$ cat config.mk
export PLATFORM = sky130hd
export DESIGN_NAME = i2c_register_access_master
export DESIGN_NICKNAME = d
export VERILOG_FILES = /design/src/i2cra_pkg.sv /design/src/i2cra_seq.sv /design/src/i2c_register_access_master.sv
export VERILOG_INCLUDE_DIRS = /design/src /design/src/src
export SDC_FILE = /design/constraint.sdc
export NUM_CORES = 1
export LEC_CHECK = 0
export ABC_AREA = 1
export ABC_CLOCK_PERIOD_IN_PS = 6270
export BUFFER_PORTS_ARGS = -buffer_cell sky130_fd_sc_hd__buf_2
export CAP_MARGIN = 5
export CORE_ASPECT_RATIO = 1.5
export CORE_MARGIN = 10
export CORE_UTILIZATION = 45
export CTS_BUF_LIST = sky130_fd_sc_hd__clkbuf_16
export CTS_CLUSTER_DIAMETER = 200
export DETAILED_ROUTE_END_ITERATION = 10
export GPL_TIMING_DRIVEN = 0
export SLEW_MARGIN = 5
export SYNTH_ARGS = -nofsm -noshare
export SYNTH_HDL_FRONTEND = slang
export SYNTH_HIERARCHICAL = 1
export SYNTH_SLANG_ARGS = --single-unit
$ cat constraint.sdc
create_clock -name i_clk -period 6.27 [get_ports i_clk]
set_input_delay 0.627 -clock i_clk [delete_from_list [all_inputs] [get_ports i_clk]]
set_output_delay 0.627 -clock i_clk [all_outputs]
set_load 0.05 [all_outputs]
$ cat src/assert_macros.svh
// Assertion macros shared by the register-access bus master RTL.
// Needs i_clk and i_rst_n in the scope of each module that uses them.
`ifndef ASSERT_MACROS_SVH
`define ASSERT_MACROS_SVH

// Same-cycle implication, checked at every rising edge out of reset.
`define ASSERT_IMPLY(lbl, ante, cons, msg) \
    lbl: assert property (@(posedge i_clk) disable iff (!i_rst_n) (ante) |-> (cons)) \
        else $error(msg);

// Next-cycle implication, checked at every rising edge out of reset.
`define ASSERT_NEXT(lbl, ante, cons, msg) \
    lbl: assert property (@(posedge i_clk) disable iff (!i_rst_n) (ante) |=> (cons)) \
        else $error(msg);

`endif

$ cat src/i2cra_pkg.sv
// Shared types and constants for the register-access bus master.
// No dependencies; used by i2cra_seq, the top level and the testbench.
`default_nettype none

package i2cra_pkg;

    localparam int ADDR_W    = 7;
    localparam int PHASE_W   = 10;
    localparam int BYTE_W    = 8;
    localparam int BIT_CNT_W = 4;

    localparam logic [BIT_CNT_W-1:0] BITS_PER_BYTE = 4'd8;
    localparam logic [BIT_CNT_W-1:0] LAST_BIT_IDX  = 4'd7;

    // Configuration register indexes.
    localparam logic CFG_DEVICE_ADDRESS = 1'b0;
    localparam logic CFG_PHASE_TICKS    = 1'b1;

    localparam logic [ADDR_W-1:0]  DEVICE_ADDRESS_RST = 7'd100;
    localparam logic [PHASE_W-1:0] PHASE_TICKS_RST    = 10'd5;

    // Bus sequence steps, one-hot.
    typedef enum logic [18:0] {
        ST_IDLE         = 19'h00001,
        ST_START_HIGH   = 19'h00002,
        ST_START_FALL   = 19'h00004,
        ST_ADRW_LOW     = 19'h00008,
        ST_ADRW_HIGH    = 19'h00010,
        ST_REG_LOW      = 19'h00020,
        ST_REG_HIGH     = 19'h00040,
        ST_VAL_LOW      = 19'h00080,
        ST_VAL_HIGH     = 19'h00100,
        ST_RESTART_LOW  = 19'h00200,
        ST_RESTART_HIGH = 19'h00400,
        ST_RESTART_FALL = 19'h00800,
        ST_ADRR_LOW     = 19'h01000,
        ST_ADRR_HIGH    = 19'h02000,
        ST_RD_LOW       = 19'h04000,
        ST_RD_HIGH      = 19'h08000,
        ST_STOP_LOW     = 19'h10000,
        ST_STOP_HIGH    = 19'h20000,
        ST_STOP_END     = 19'h40000
    } t_step;

    // Pin drive and status produced for one tick.
    typedef struct packed {
        logic              scl_level;
        logic              sda_level;
        logic              sda_enable;
        logic              busy;
        logic              done;
        logic [BYTE_W-1:0] read_data;
        logic              ack_error;
    } t_result;

endpackage

`default_nettype wire

$ cat src/i2cra_seq.sv
// Bus sequencer: holds the transaction state and advances it one tick per beat.
// Depends on i2cra_pkg and assert_macros.svh.
`default_nettype none
`include "assert_macros.svh"

module i2cra_seq (
    input  wire logic                            i_clk,
    input  wire logic                            i_rst_n,
    input  wire logic                            i_step,
    input  wire logic                            i_start_request,
    input  wire logic                            i_is_read,
    input  wire logic [i2cra_pkg::BYTE_W-1:0]    i_reg_addr,
    input  wire logic [i2cra_pkg::BYTE_W-1:0]    i_write_data,
    input  wire logic                            i_sda_in,
    input  wire logic [i2cra_pkg::ADDR_W-1:0]    i_device_address,
    input  wire logic [i2cra_pkg::PHASE_W-1:0]   i_phase_ticks,
    output i2cra_pkg::t_result                   o_res
);

    i2cra_pkg::t_step                       r_step,  n_step;
    logic [i2cra_pkg::PHASE_W-1:0]          r_tick,  n_tick;
    logic [i2cra_pkg::BIT_CNT_W-1:0]        r_bit_cnt, n_bit_cnt;
    logic [i2cra_pkg::BYTE_W-1:0]           r_shift, n_shift;
    logic [i2cra_pkg::BYTE_W-1:0]           r_lat_reg, n_lat_reg;
    logic [i2cra_pkg::BYTE_W-1:0]           r_lat_val, n_lat_val;
    logic                                   r_lat_dir, n_lat_dir;
    logic [i2cra_pkg::BYTE_W-1:0]           r_rx, n_rx;
    logic                                   r_nack, n_nack;

    logic [i2cra_pkg::PHASE_W-1:0]          plen;
    logic                                   last;
    logic                                   bit_pending;
    logic [i2cra_pkg::BYTE_W-1:0]           shift_in;

    // Phase length and per-tick flags.
    always_comb begin
        plen        = (i_phase_ticks == '0) ? i2cra_pkg::PHASE_W'(1) : i_phase_ticks;
        last        = (r_tick >= (plen - i2cra_pkg::PHASE_W'(1)));
        bit_pending = (r_bit_cnt < i2cra_pkg::BITS_PER_BYTE);
        shift_in    = {r_shift[i2cra_pkg::BYTE_W-2:0], i_sda_in};
    end

    // Pin drive for this tick, taken from the state before the update.
    always_comb begin
        o_res            = '0;
        o_res.scl_level  = 1'b1;
        o_res.sda_level  = 1'b1;
        o_res.sda_enable = 1'b1;
        o_res.busy       = (r_step != i2cra_pkg::ST_IDLE);
        o_res.read_data  = r_rx;
        o_res.ack_error  = r_nack;
        unique case (r_step)
            i2cra_pkg::ST_ADRW_LOW, i2cra_pkg::ST_REG_LOW,
            i2cra_pkg::ST_VAL_LOW,  i2cra_pkg::ST_ADRR_LOW: begin
                o_res.scl_level = 1'b0;
                if (bit_pending) begin
                    o_res.sda_level = r_shift[i2cra_pkg::BYTE_W-1];
                end else begin
                    o_res.sda_enable = 1'b0;
                end
            end
            i2cra_pkg::ST_ADRW_HIGH, i2cra_pkg::ST_REG_HIGH,
            i2cra_pkg::ST_VAL_HIGH,  i2cra_pkg::ST_ADRR_HIGH: begin
                if (bit_pending) begin
                    o_res.sda_level = r_shift[i2cra_pkg::BYTE_W-1];
                end else begin
                    o_res.sda_enable = 1'b0;
                end
            end
            i2cra_pkg::ST_START_FALL, i2cra_pkg::ST_RESTART_FALL: begin
                o_res.sda_level = 1'b0;
            end
            i2cra_pkg::ST_RESTART_LOW: begin
                o_res.scl_level = 1'b0;
            end
            i2cra_pkg::ST_RD_LOW: begin
                o_res.scl_level = 1'b0;
                if (bit_pending) o_res.sda_enable = 1'b0;
            end
            i2cra_pkg::ST_RD_HIGH: begin
                if (bit_pending) o_res.sda_enable = 1'b0;
            end
            i2cra_pkg::ST_STOP_LOW: begin
                o_res.scl_level = 1'b0;
                o_res.sda_level = 1'b0;
            end
            i2cra_pkg::ST_STOP_HIGH: begin
                o_res.sda_level = 1'b0;
            end
            i2cra_pkg::ST_STOP_END: begin
                o_res.done = last;
            end
            default: begin
            end
        endcase
    end

    // Next state: latch a request when idle, otherwise count ticks and
    // step the sequence at the end of each phase.
    always_comb begin
        n_step    = r_step;
        n_tick    = r_tick;
        n_bit_cnt = r_bit_cnt;
        n_shift   = r_shift;
        n_lat_reg = r_lat_reg;
        n_lat_val = r_lat_val;
        n_lat_dir = r_lat_dir;
        n_rx      = r_rx;
        n_nack    = r_nack;
        if (r_step == i2cra_pkg::ST_IDLE) begin
            n_tick = '0;
            if (i_start_request) begin
                n_lat_dir = i_is_read;
                n_lat_reg = i_reg_addr;
                n_lat_val = i_write_data;
                n_nack    = 1'b0;
                n_bit_cnt = '0;
                n_step    = i2cra_pkg::ST_START_HIGH;
            end
        end else if (last) begin
            n_tick = '0;
            unique case (r_step)
                i2cra_pkg::ST_START_HIGH:   n_step = i2cra_pkg::ST_START_FALL;
                i2cra_pkg::ST_START_FALL: begin
                    n_step    = i2cra_pkg::ST_ADRW_LOW;
                    n_shift   = {i_device_address, 1'b0};
                    n_bit_cnt = '0;
                end
                i2cra_pkg::ST_RESTART_LOW:  n_step = i2cra_pkg::ST_RESTART_HIGH;
                i2cra_pkg::ST_RESTART_HIGH: n_step = i2cra_pkg::ST_RESTART_FALL;
                i2cra_pkg::ST_RESTART_FALL: begin
                    n_step    = i2cra_pkg::ST_ADRR_LOW;
                    n_shift   = {i_device_address, 1'b1};
                    n_bit_cnt = '0;
                end
                i2cra_pkg::ST_ADRW_LOW:     n_step = i2cra_pkg::ST_ADRW_HIGH;
                i2cra_pkg::ST_REG_LOW:      n_step = i2cra_pkg::ST_REG_HIGH;
                i2cra_pkg::ST_VAL_LOW:      n_step = i2cra_pkg::ST_VAL_HIGH;
                i2cra_pkg::ST_ADRR_LOW:     n_step = i2cra_pkg::ST_ADRR_HIGH;
                i2cra_pkg::ST_RD_LOW:       n_step = i2cra_pkg::ST_RD_HIGH;
                i2cra_pkg::ST_ADRW_HIGH: begin
                    if (bit_pending) begin
                        n_shift   = {r_shift[i2cra_pkg::BYTE_W-2:0], 1'b0};
                        n_bit_cnt = r_bit_cnt + 1'b1;
                        n_step    = i2cra_pkg::ST_ADRW_LOW;
                    end else begin
                        n_nack    = r_nack | i_sda_in;
                        n_step    = i2cra_pkg::ST_REG_LOW;
                        n_shift   = r_lat_reg;
                        n_bit_cnt = '0;
                    end
                end
                i2cra_pkg::ST_REG_HIGH: begin
                    if (bit_pending) begin
                        n_shift   = {r_shift[i2cra_pkg::BYTE_W-2:0], 1'b0};
                        n_bit_cnt = r_bit_cnt + 1'b1;
                        n_step    = i2cra_pkg::ST_REG_LOW;
                    end else begin
                        n_nack    = r_nack | i_sda_in;
                        n_bit_cnt = '0;
                        if (r_lat_dir) begin
                            n_step = i2cra_pkg::ST_RESTART_LOW;
                        end else begin
                            n_step  = i2cra_pkg::ST_VAL_LOW;
                            n_shift = r_lat_val;
                        end
                    end
                end
                i2cra_pkg::ST_VAL_HIGH: begin
                    if (bit_pending) begin
                        n_shift   = {r_shift[i2cra_pkg::BYTE_W-2:0], 1'b0};
                        n_bit_cnt = r_bit_cnt + 1'b1;
                        n_step    = i2cra_pkg::ST_VAL_LOW;
                    end else begin
                        n_nack    = r_nack | i_sda_in;
                        n_step    = i2cra_pkg::ST_STOP_LOW;
                        n_bit_cnt = '0;
                    end
                end
                i2cra_pkg::ST_ADRR_HIGH: begin
                    if (bit_pending) begin
                        n_shift   = {r_shift[i2cra_pkg::BYTE_W-2:0], 1'b0};
                        n_bit_cnt = r_bit_cnt + 1'b1;
                        n_step    = i2cra_pkg::ST_ADRR_LOW;
                    end else begin
                        n_nack    = r_nack | i_sda_in;
                        n_step    = i2cra_pkg::ST_RD_LOW;
                        n_shift   = '0;
                        n_bit_cnt = '0;
                    end
                end
                i2cra_pkg::ST_RD_HIGH: begin
                    if (bit_pending) begin
                        n_shift   = shift_in;
                        n_bit_cnt = r_bit_cnt + 1'b1;
                        if (r_bit_cnt == i2cra_pkg::LAST_BIT_IDX) n_rx = shift_in;
                        n_step    = i2cra_pkg::ST_RD_LOW;
                    end else begin
                        n_step    = i2cra_pkg::ST_STOP_LOW;
                        n_bit_cnt = '0;
                    end
                end
                i2cra_pkg::ST_STOP_LOW:     n_step = i2cra_pkg::ST_STOP_HIGH;
                i2cra_pkg::ST_STOP_HIGH:    n_step = i2cra_pkg::ST_STOP_END;
                default:                    n_step = i2cra_pkg::ST_IDLE;
            endcase
        end else begin
            n_tick = r_tick + i2cra_pkg::PHASE_W'(1);
        end
    end

    // State registers advance once per accepted beat.
    always_ff @(posedge i_clk) begin
        if (!i_rst_n) begin
            r_step    <= i2cra_pkg::ST_IDLE;
            r_tick    <= '0;
            r_bit_cnt <= '0;
            r_shift   <= '0;
            r_lat_reg <= '0;
            r_lat_val <= '0;
            r_lat_dir <= 1'b0;
            r_rx      <= '0;
            r_nack    <= 1'b0;
        end else if (i_step) begin
            r_step    <= n_step;
            r_tick    <= n_tick;
            r_bit_cnt <= n_bit_cnt;
            r_shift   <= n_shift;
            r_lat_reg <= n_lat_reg;
            r_lat_val <= n_lat_val;
            r_lat_dir <= n_lat_dir;
            r_rx      <= n_rx;
            r_nack    <= n_nack;
        end
    end

    // The bit counter covers eight data bits plus the acknowledge slot.
    `ASSERT_IMPLY(a_bit_cnt_range, 1'b1, r_bit_cnt <= i2cra_pkg::BITS_PER_BYTE, "bit counter overran")
    // A request taken while idle opens the START phase with a fresh count.
    `ASSERT_NEXT(a_start_taken, i_step && (r_step == i2cra_pkg::ST_IDLE) && i_start_request, (r_step == i2cra_pkg::ST_START_HIGH) && (r_tick == '0), "request not started")
    // The final STOP tick returns the sequencer to idle.
    `ASSERT_NEXT(a_stop_to_idle, i_step && o_res.done, r_step == i2cra_pkg::ST_IDLE, "no idle after STOP")

endmodule

`default_nettype wire

$ cat src/i2c_register_access_master.sv
// Top level of the register-access bus master: configuration registers,
// beat handshake and result register. Depends on i2cra_pkg, i2cra_seq and assert_macros.svh.
// A result is registered and becomes valid in the cycle after its tick beat is accepted.
// Throughput: one tick per cycle while the receiver takes results; the result register frees as it is taken.
// Reset (synchronous, active low) returns the sequencer to idle, where it drives SCL and SDA high,
// with device address 100 and 5 ticks per SCL half period.
`default_nettype none
`include "assert_macros.svh"

module i2c_register_access_master (
    input  wire logic                            i_clk,
    input  wire logic                            i_rst_n,
    // Configuration writes
    input  wire logic                            i_cfg_we,
    input  wire logic                            i_cfg_index,
    input  wire logic [i2cra_pkg::PHASE_W-1:0]   i_cfg_data,
    // Tick input channel
    input  wire logic                            i_in_valid,
    output logic                                 o_in_ready,
    input  wire logic                            i_start_request,
    input  wire logic                            i_is_read,
    input  wire logic [i2cra_pkg::BYTE_W-1:0]    i_reg_addr,
    input  wire logic [i2cra_pkg::BYTE_W-1:0]    i_write_data,
    input  wire logic                            i_sda_in,
    // Result channel
    output logic                                 o_out_valid,
    input  wire logic                            i_out_ready,
    output logic                                 o_scl_level,
    output logic                                 o_sda_level,
    output logic                                 o_sda_enable,
    output logic                                 o_busy_res,
    output logic                                 o_done_res,
    output logic [i2cra_pkg::BYTE_W-1:0]         o_read_data,
    output logic                                 o_ack_error
);

    logic [i2cra_pkg::ADDR_W-1:0]   r_device_address;
    logic [i2cra_pkg::PHASE_W-1:0]  r_phase_ticks;
    logic                           r_out_valid;
    i2cra_pkg::t_result             r_res;
    i2cra_pkg::t_result             seq_res;
    logic                           in_beat;

    // Take a new beat whenever the result register is empty or being emptied.
    assign o_in_ready = !r_out_valid || i_out_ready;
    assign in_beat    = i_in_valid && o_in_ready;

    // Configuration registers.
    always_ff @(posedge i_clk) begin
        if (!i_rst_n) begin
            r_device_address <= i2cra_pkg::DEVICE_ADDRESS_RST;
            r_phase_ticks    <= i2cra_pkg::PHASE_TICKS_RST;
        end else if (i_cfg_we) begin
            unique case (i_cfg_index)
                i2cra_pkg::CFG_DEVICE_ADDRESS:
                    r_device_address <= i_cfg_data[i2cra_pkg::ADDR_W-1:0];
                i2cra_pkg::CFG_PHASE_TICKS:
                    r_phase_ticks <= i_cfg_data;
                default: begin
                end
            endcase
        end
    end

    i2cra_seq u_seq (
        .i_clk            (i_clk),
        .i_rst_n          (i_rst_n),
        .i_step           (in_beat),
        .i_start_request  (i_start_request),
        .i_is_read        (i_is_read),
        .i_reg_addr       (i_reg_addr),
        .i_write_data     (i_write_data),
        .i_sda_in         (i_sda_in),
        .i_device_address (r_device_address),
        .i_phase_ticks    (r_phase_ticks),
        .o_res            (seq_res)
    );

    // Result register.
    always_ff @(posedge i_clk) begin
        if (!i_rst_n) begin
            r_out_valid <= 1'b0;
        end else if (in_beat) begin
            r_out_valid <= 1'b1;
        end else if (i_out_ready) begin
            r_out_valid <= 1'b0;
        end
    end

    always_ff @(posedge i_clk) begin
        if (in_beat) begin
            r_res <= seq_res;
        end
    end

    assign o_out_valid  = r_out_valid;
    assign o_scl_level  = r_res.scl_level;
    assign o_sda_level  = r_res.sda_level;
    assign o_sda_enable = r_res.sda_enable;
    assign o_busy_res   = r_res.busy;
    assign o_done_res   = r_res.done;
    assign o_read_data  = r_res.read_data;
    assign o_ack_error  = r_res.ack_error;

    // An idle bus leaves both lines high and driven.
    `ASSERT_IMPLY(a_idle_bus, o_out_valid && !o_busy_res, o_scl_level && o_sda_level && o_sda_enable, "idle bus not high")
    // A released SDA always reads as a high drive level.
    `ASSERT_IMPLY(a_released_high, o_out_valid && !o_sda_enable, o_sda_level && o_busy_res, "released SDA driven low")
    // Done marks the end of STOP, with both lines high.
    `ASSERT_IMPLY(a_done_stop, o_out_valid && o_done_res, o_busy_res && o_scl_level && o_sda_level, "done outside STOP")

endmodule

`default_nettype wire

==> impl_metrics.toml <==
[status]
outcome = "complete, no violations"

[routing]
routedWlPerCell_um = 14.4
via_per_inst = 5.01
ant_nets = 0
first_iter_violations = 160
routed_wl_mm = 13.4
drcViolationCount = 0
first_pass_iters = 7
routed-via-count = 4667

[finish]
final_nets = 824
final_core_util = 0.522
fin_area_um2 = 5960
area_growth_pct = 14.1
largest_reg_flops = 19
layout_commonest_cell = "nand2_1"
diodes = 0
top_register = "u_seq/r_step"
drive_gt1_frac = 0.170
reg_top3 = "u_seq/r_step: 19 flops, r_phase_ticks: 10 flops, u_seq/r_tick: 10 flops"
layout_common_cells = "nand2_1 (152), nor2_1 (125), dfxtp_1 (85)"
final_cells = 931

[pwr]
max-vdd-ir-drop_mv = 0.138
p_total_uw = 1760
p_leak_uw = 0.00264
seq_power_share = 0.426
switching_share = 0.360
combPwrFrac = 0.269
power.share.clock = 0.305
p_int_uw = 1130
p_sw_uw = 634
power_density_nw_per_um2 = 295

[worst_hold_path]
hp-class = "reg -> reg"
hold_path_depth = 0
hold_path_end = "o_read_data[6]"
min-delay-start = "u_seq/r_rx[6]"

[grt]
grt_use_total = 0.166
grt_first_pass_wirelength_mm = 22.1
overflow = 0
antenna_found_initial = 0
grt_pass1_vias = 4662
grt_max_degree = 19

[floorplanning]
dieHeight_um = 152
fp.dieArea_um2 = 16400
core_area_um2 = 11400
ios = 51
placementRows = 48
start_util = 0.458
die_w_um = 108

[synthesis]
syn_area_per_cell_um2 = 7.30
async_flop_share = 0
synth_seq_cells = 99
synth-edff-count = 14
yosysUniqueCellTypes = 47
synthFlopType = "dfxtp_1"
seq_area_frac_synth = 0.406
ys_warn_count = 6
syn_area_um2 = 5220
synthCells = 715
synth_fp_nets = 763

[placed_design]
dp_hpwl_mm = 10.6
gp_congestion = 0.903
portBuffers = 49
post-place-cells = 915
place_area_um2 = 5670

[clock_tree]
insertion_delay_ns = 0.35
cts_root_buf = "clkbuf_16"
cts_buffer_depth = 2
post_cts_resized = 0
cts_buffers = 9
htree_levels = 3
cts_setup_buffers = 0
cts_tree = "done"
clk_pin_slew_ns = 0.07
clkSinkCount = 99
cts_hold_buf = 0

[setup_path]
r2r-end = "u_seq/r_shift[4]"
critPathCaptureType = "register"
crit_required_ns = 6.52
cp.arrival_ns = 3.63
start_kind = "register"
cp_max_fo = 6
r2r_start = "r_phase_ticks[6]"
r2r_cells = 17
r2r_slack_ns = 2.89
critical_path_class = "reg -> reg"

[timing]
setup_viol = 0
hold_viol_final = 0
tightest_slew_ns = 0.542
fin_skew_ns = 0.00839
slew_viol_final = 0
fin_crit_ns = 3.38
tns_ns = 0
rsz0062_at_grt = "false"
finalCritPeriodShare = 0.539
slew_headroom = 0.636
fmax_mhz = 296

[flow_run]
maxCapViolCount = 0
-- through the flow --
step | setup WS [ns] | hold WS (ns)
2_1_floorplan | 3.40 | 0.403
3_3_place_gp | 2.78 | 0.413
3_5_place_dp | 2.92 | 0.414
4_1_cts | 2.90 | 0.433
5_1_grt | 2.48 | 0.448
6_report | 2.89 | 0.432
-- kinds of logic (layout without fill, tap and decap cells) --
kind of cell | Yosys count | count (layout) | share of synthesized area
AND/OR/NAND/NOR | 396 | 396 | 0.359
buffers and inverters | 89 | 155 | 0.0738
AO/OA/AOI/OAI | 105 | 105 | 0.107
adder cells (fa/ha/maj) | 13 | 13 | 0.0312
flip-flops | 99 | 99 | 0.406
XOR/XNOR | 13 | 13 | 0.0218
-- critical path: stages (launching register included) --
cell	delay, ns
dfxtp_1	0.32
or2_2	0.29
nor2_1	0.16
a41oi_1	0.21
ha_1	0.28
nand2_1	0.11
nor2_1	0.06
xor2_1	0.15
ha_1	0.28
nand2_1	0.05
nor2_1	0.15
nand3_1	0.11
nand3_1	0.18
nand3_2	0.24
nor2_1	0.30
nand2_1	0.21
nor2_1	0.15
nor2_1	0.05
-- synth_stat cells, types with 2 or more instances --
cell / count / area, µm²
nand2_1: 152 / 571
nor2_1: 125 / 469
dfxtp_1: 85 / 1700
inv_1: 58 / 218
o21ai_0: 48 / 240
nand3_1: 43 / 215
a21oi_1: 37 / 185
edfxtp_1: 14 / 420
ha_1: 13 / 163
nor2_2: 13 / 81.3
nor4_1: 11 / 68.8
xor2_1: 10 / 87.6
clkbuf_1: 8 / 30.0
inv_2: 8 / 30.0
nor3_1: 8 / 40.0
o21ai_1: 8 / 40.0
nand4_1: 7 / 43.8
nand2_2: 6 / 37.5
nand2_4: 6 / 67.6
buf_6: 5 / 56.3
nor2_4: 5 / 56.3
buf_2: 4 / 20.0
nand3_2: 4 / 40.0
clkinv_1: 3 / 11.3
xnor2_1: 3 / 26.3
a211oi_1: 2 / 15.0
a21oi_2: 2 / 17.5
buf_4: 2 / 15.0
nand3b_1: 2 / 15.0
nor2_8: 2 / 40.0
nor3_4: 2 / 32.5
nor3b_1: 2 / 15.0
o211ai_1: 2 / 15.0
or2_2: 2 / 12.5
-- how the worst max path moves through the flow --
| stage | cells past startpoint | slack [ns] | start | to |
|---|---|---|---|---|
| after floorplan | 16 | 3.40 | r_phase_ticks[6] | u_seq/r_step[6] |
| after global placement | 9 | 2.78 | i_in_valid | u_seq/r_shift[6] |
| after detailed placement | 18 | 2.92 | r_phase_ticks[4] | u_seq/r_shift[4] |
| after CTS | 18 | 2.90 | r_phase_ticks[4] | u_seq/r_shift[4] |
| after global routing | 17 | 2.48 | r_phase_ticks[6] | u_seq/r_shift[4] |
| final | 17 | 2.89 | r_phase_ticks[6] | u_seq/r_shift[4] |
-- per-layer routing --
layer,wire length (µm),vias up,part of all wire,track usage
met5,0,-,0,0
met4,234,0,0.017,0.0562
met3,574,19,0.043,0.0390
met2,6810,82,0.51,0.290
met1,5770,2116,0.43,0.190
li1,-,2450,-,-
-- area by class of cell --
type,count,area [µm²]
Buffer,19,121
Clock buffer,9,225
Clock inverter,7,61.3
Fill cell,1175,5450
Inverter,70,264
Multi-Input combinational cell,527,2720
Sequential cell,99,2120
Tap cell,150,188
Timing Repair Buffer,50,260
-- power by group through the flow --
stage / clock (µW) / combinational (µW) / sequential (µW)
6_report: 537 / 474 / 750
5_1_grt: 573 / 526 / 758
4_1_cts: 548 / 474 / 749
3_5_place_dp: 0 / 472 / 763
3_3_place_gp: 0 / 465 / 761
2_1_floorplan: 0 / 334 / 775
(Power assumes the default switching activity.)
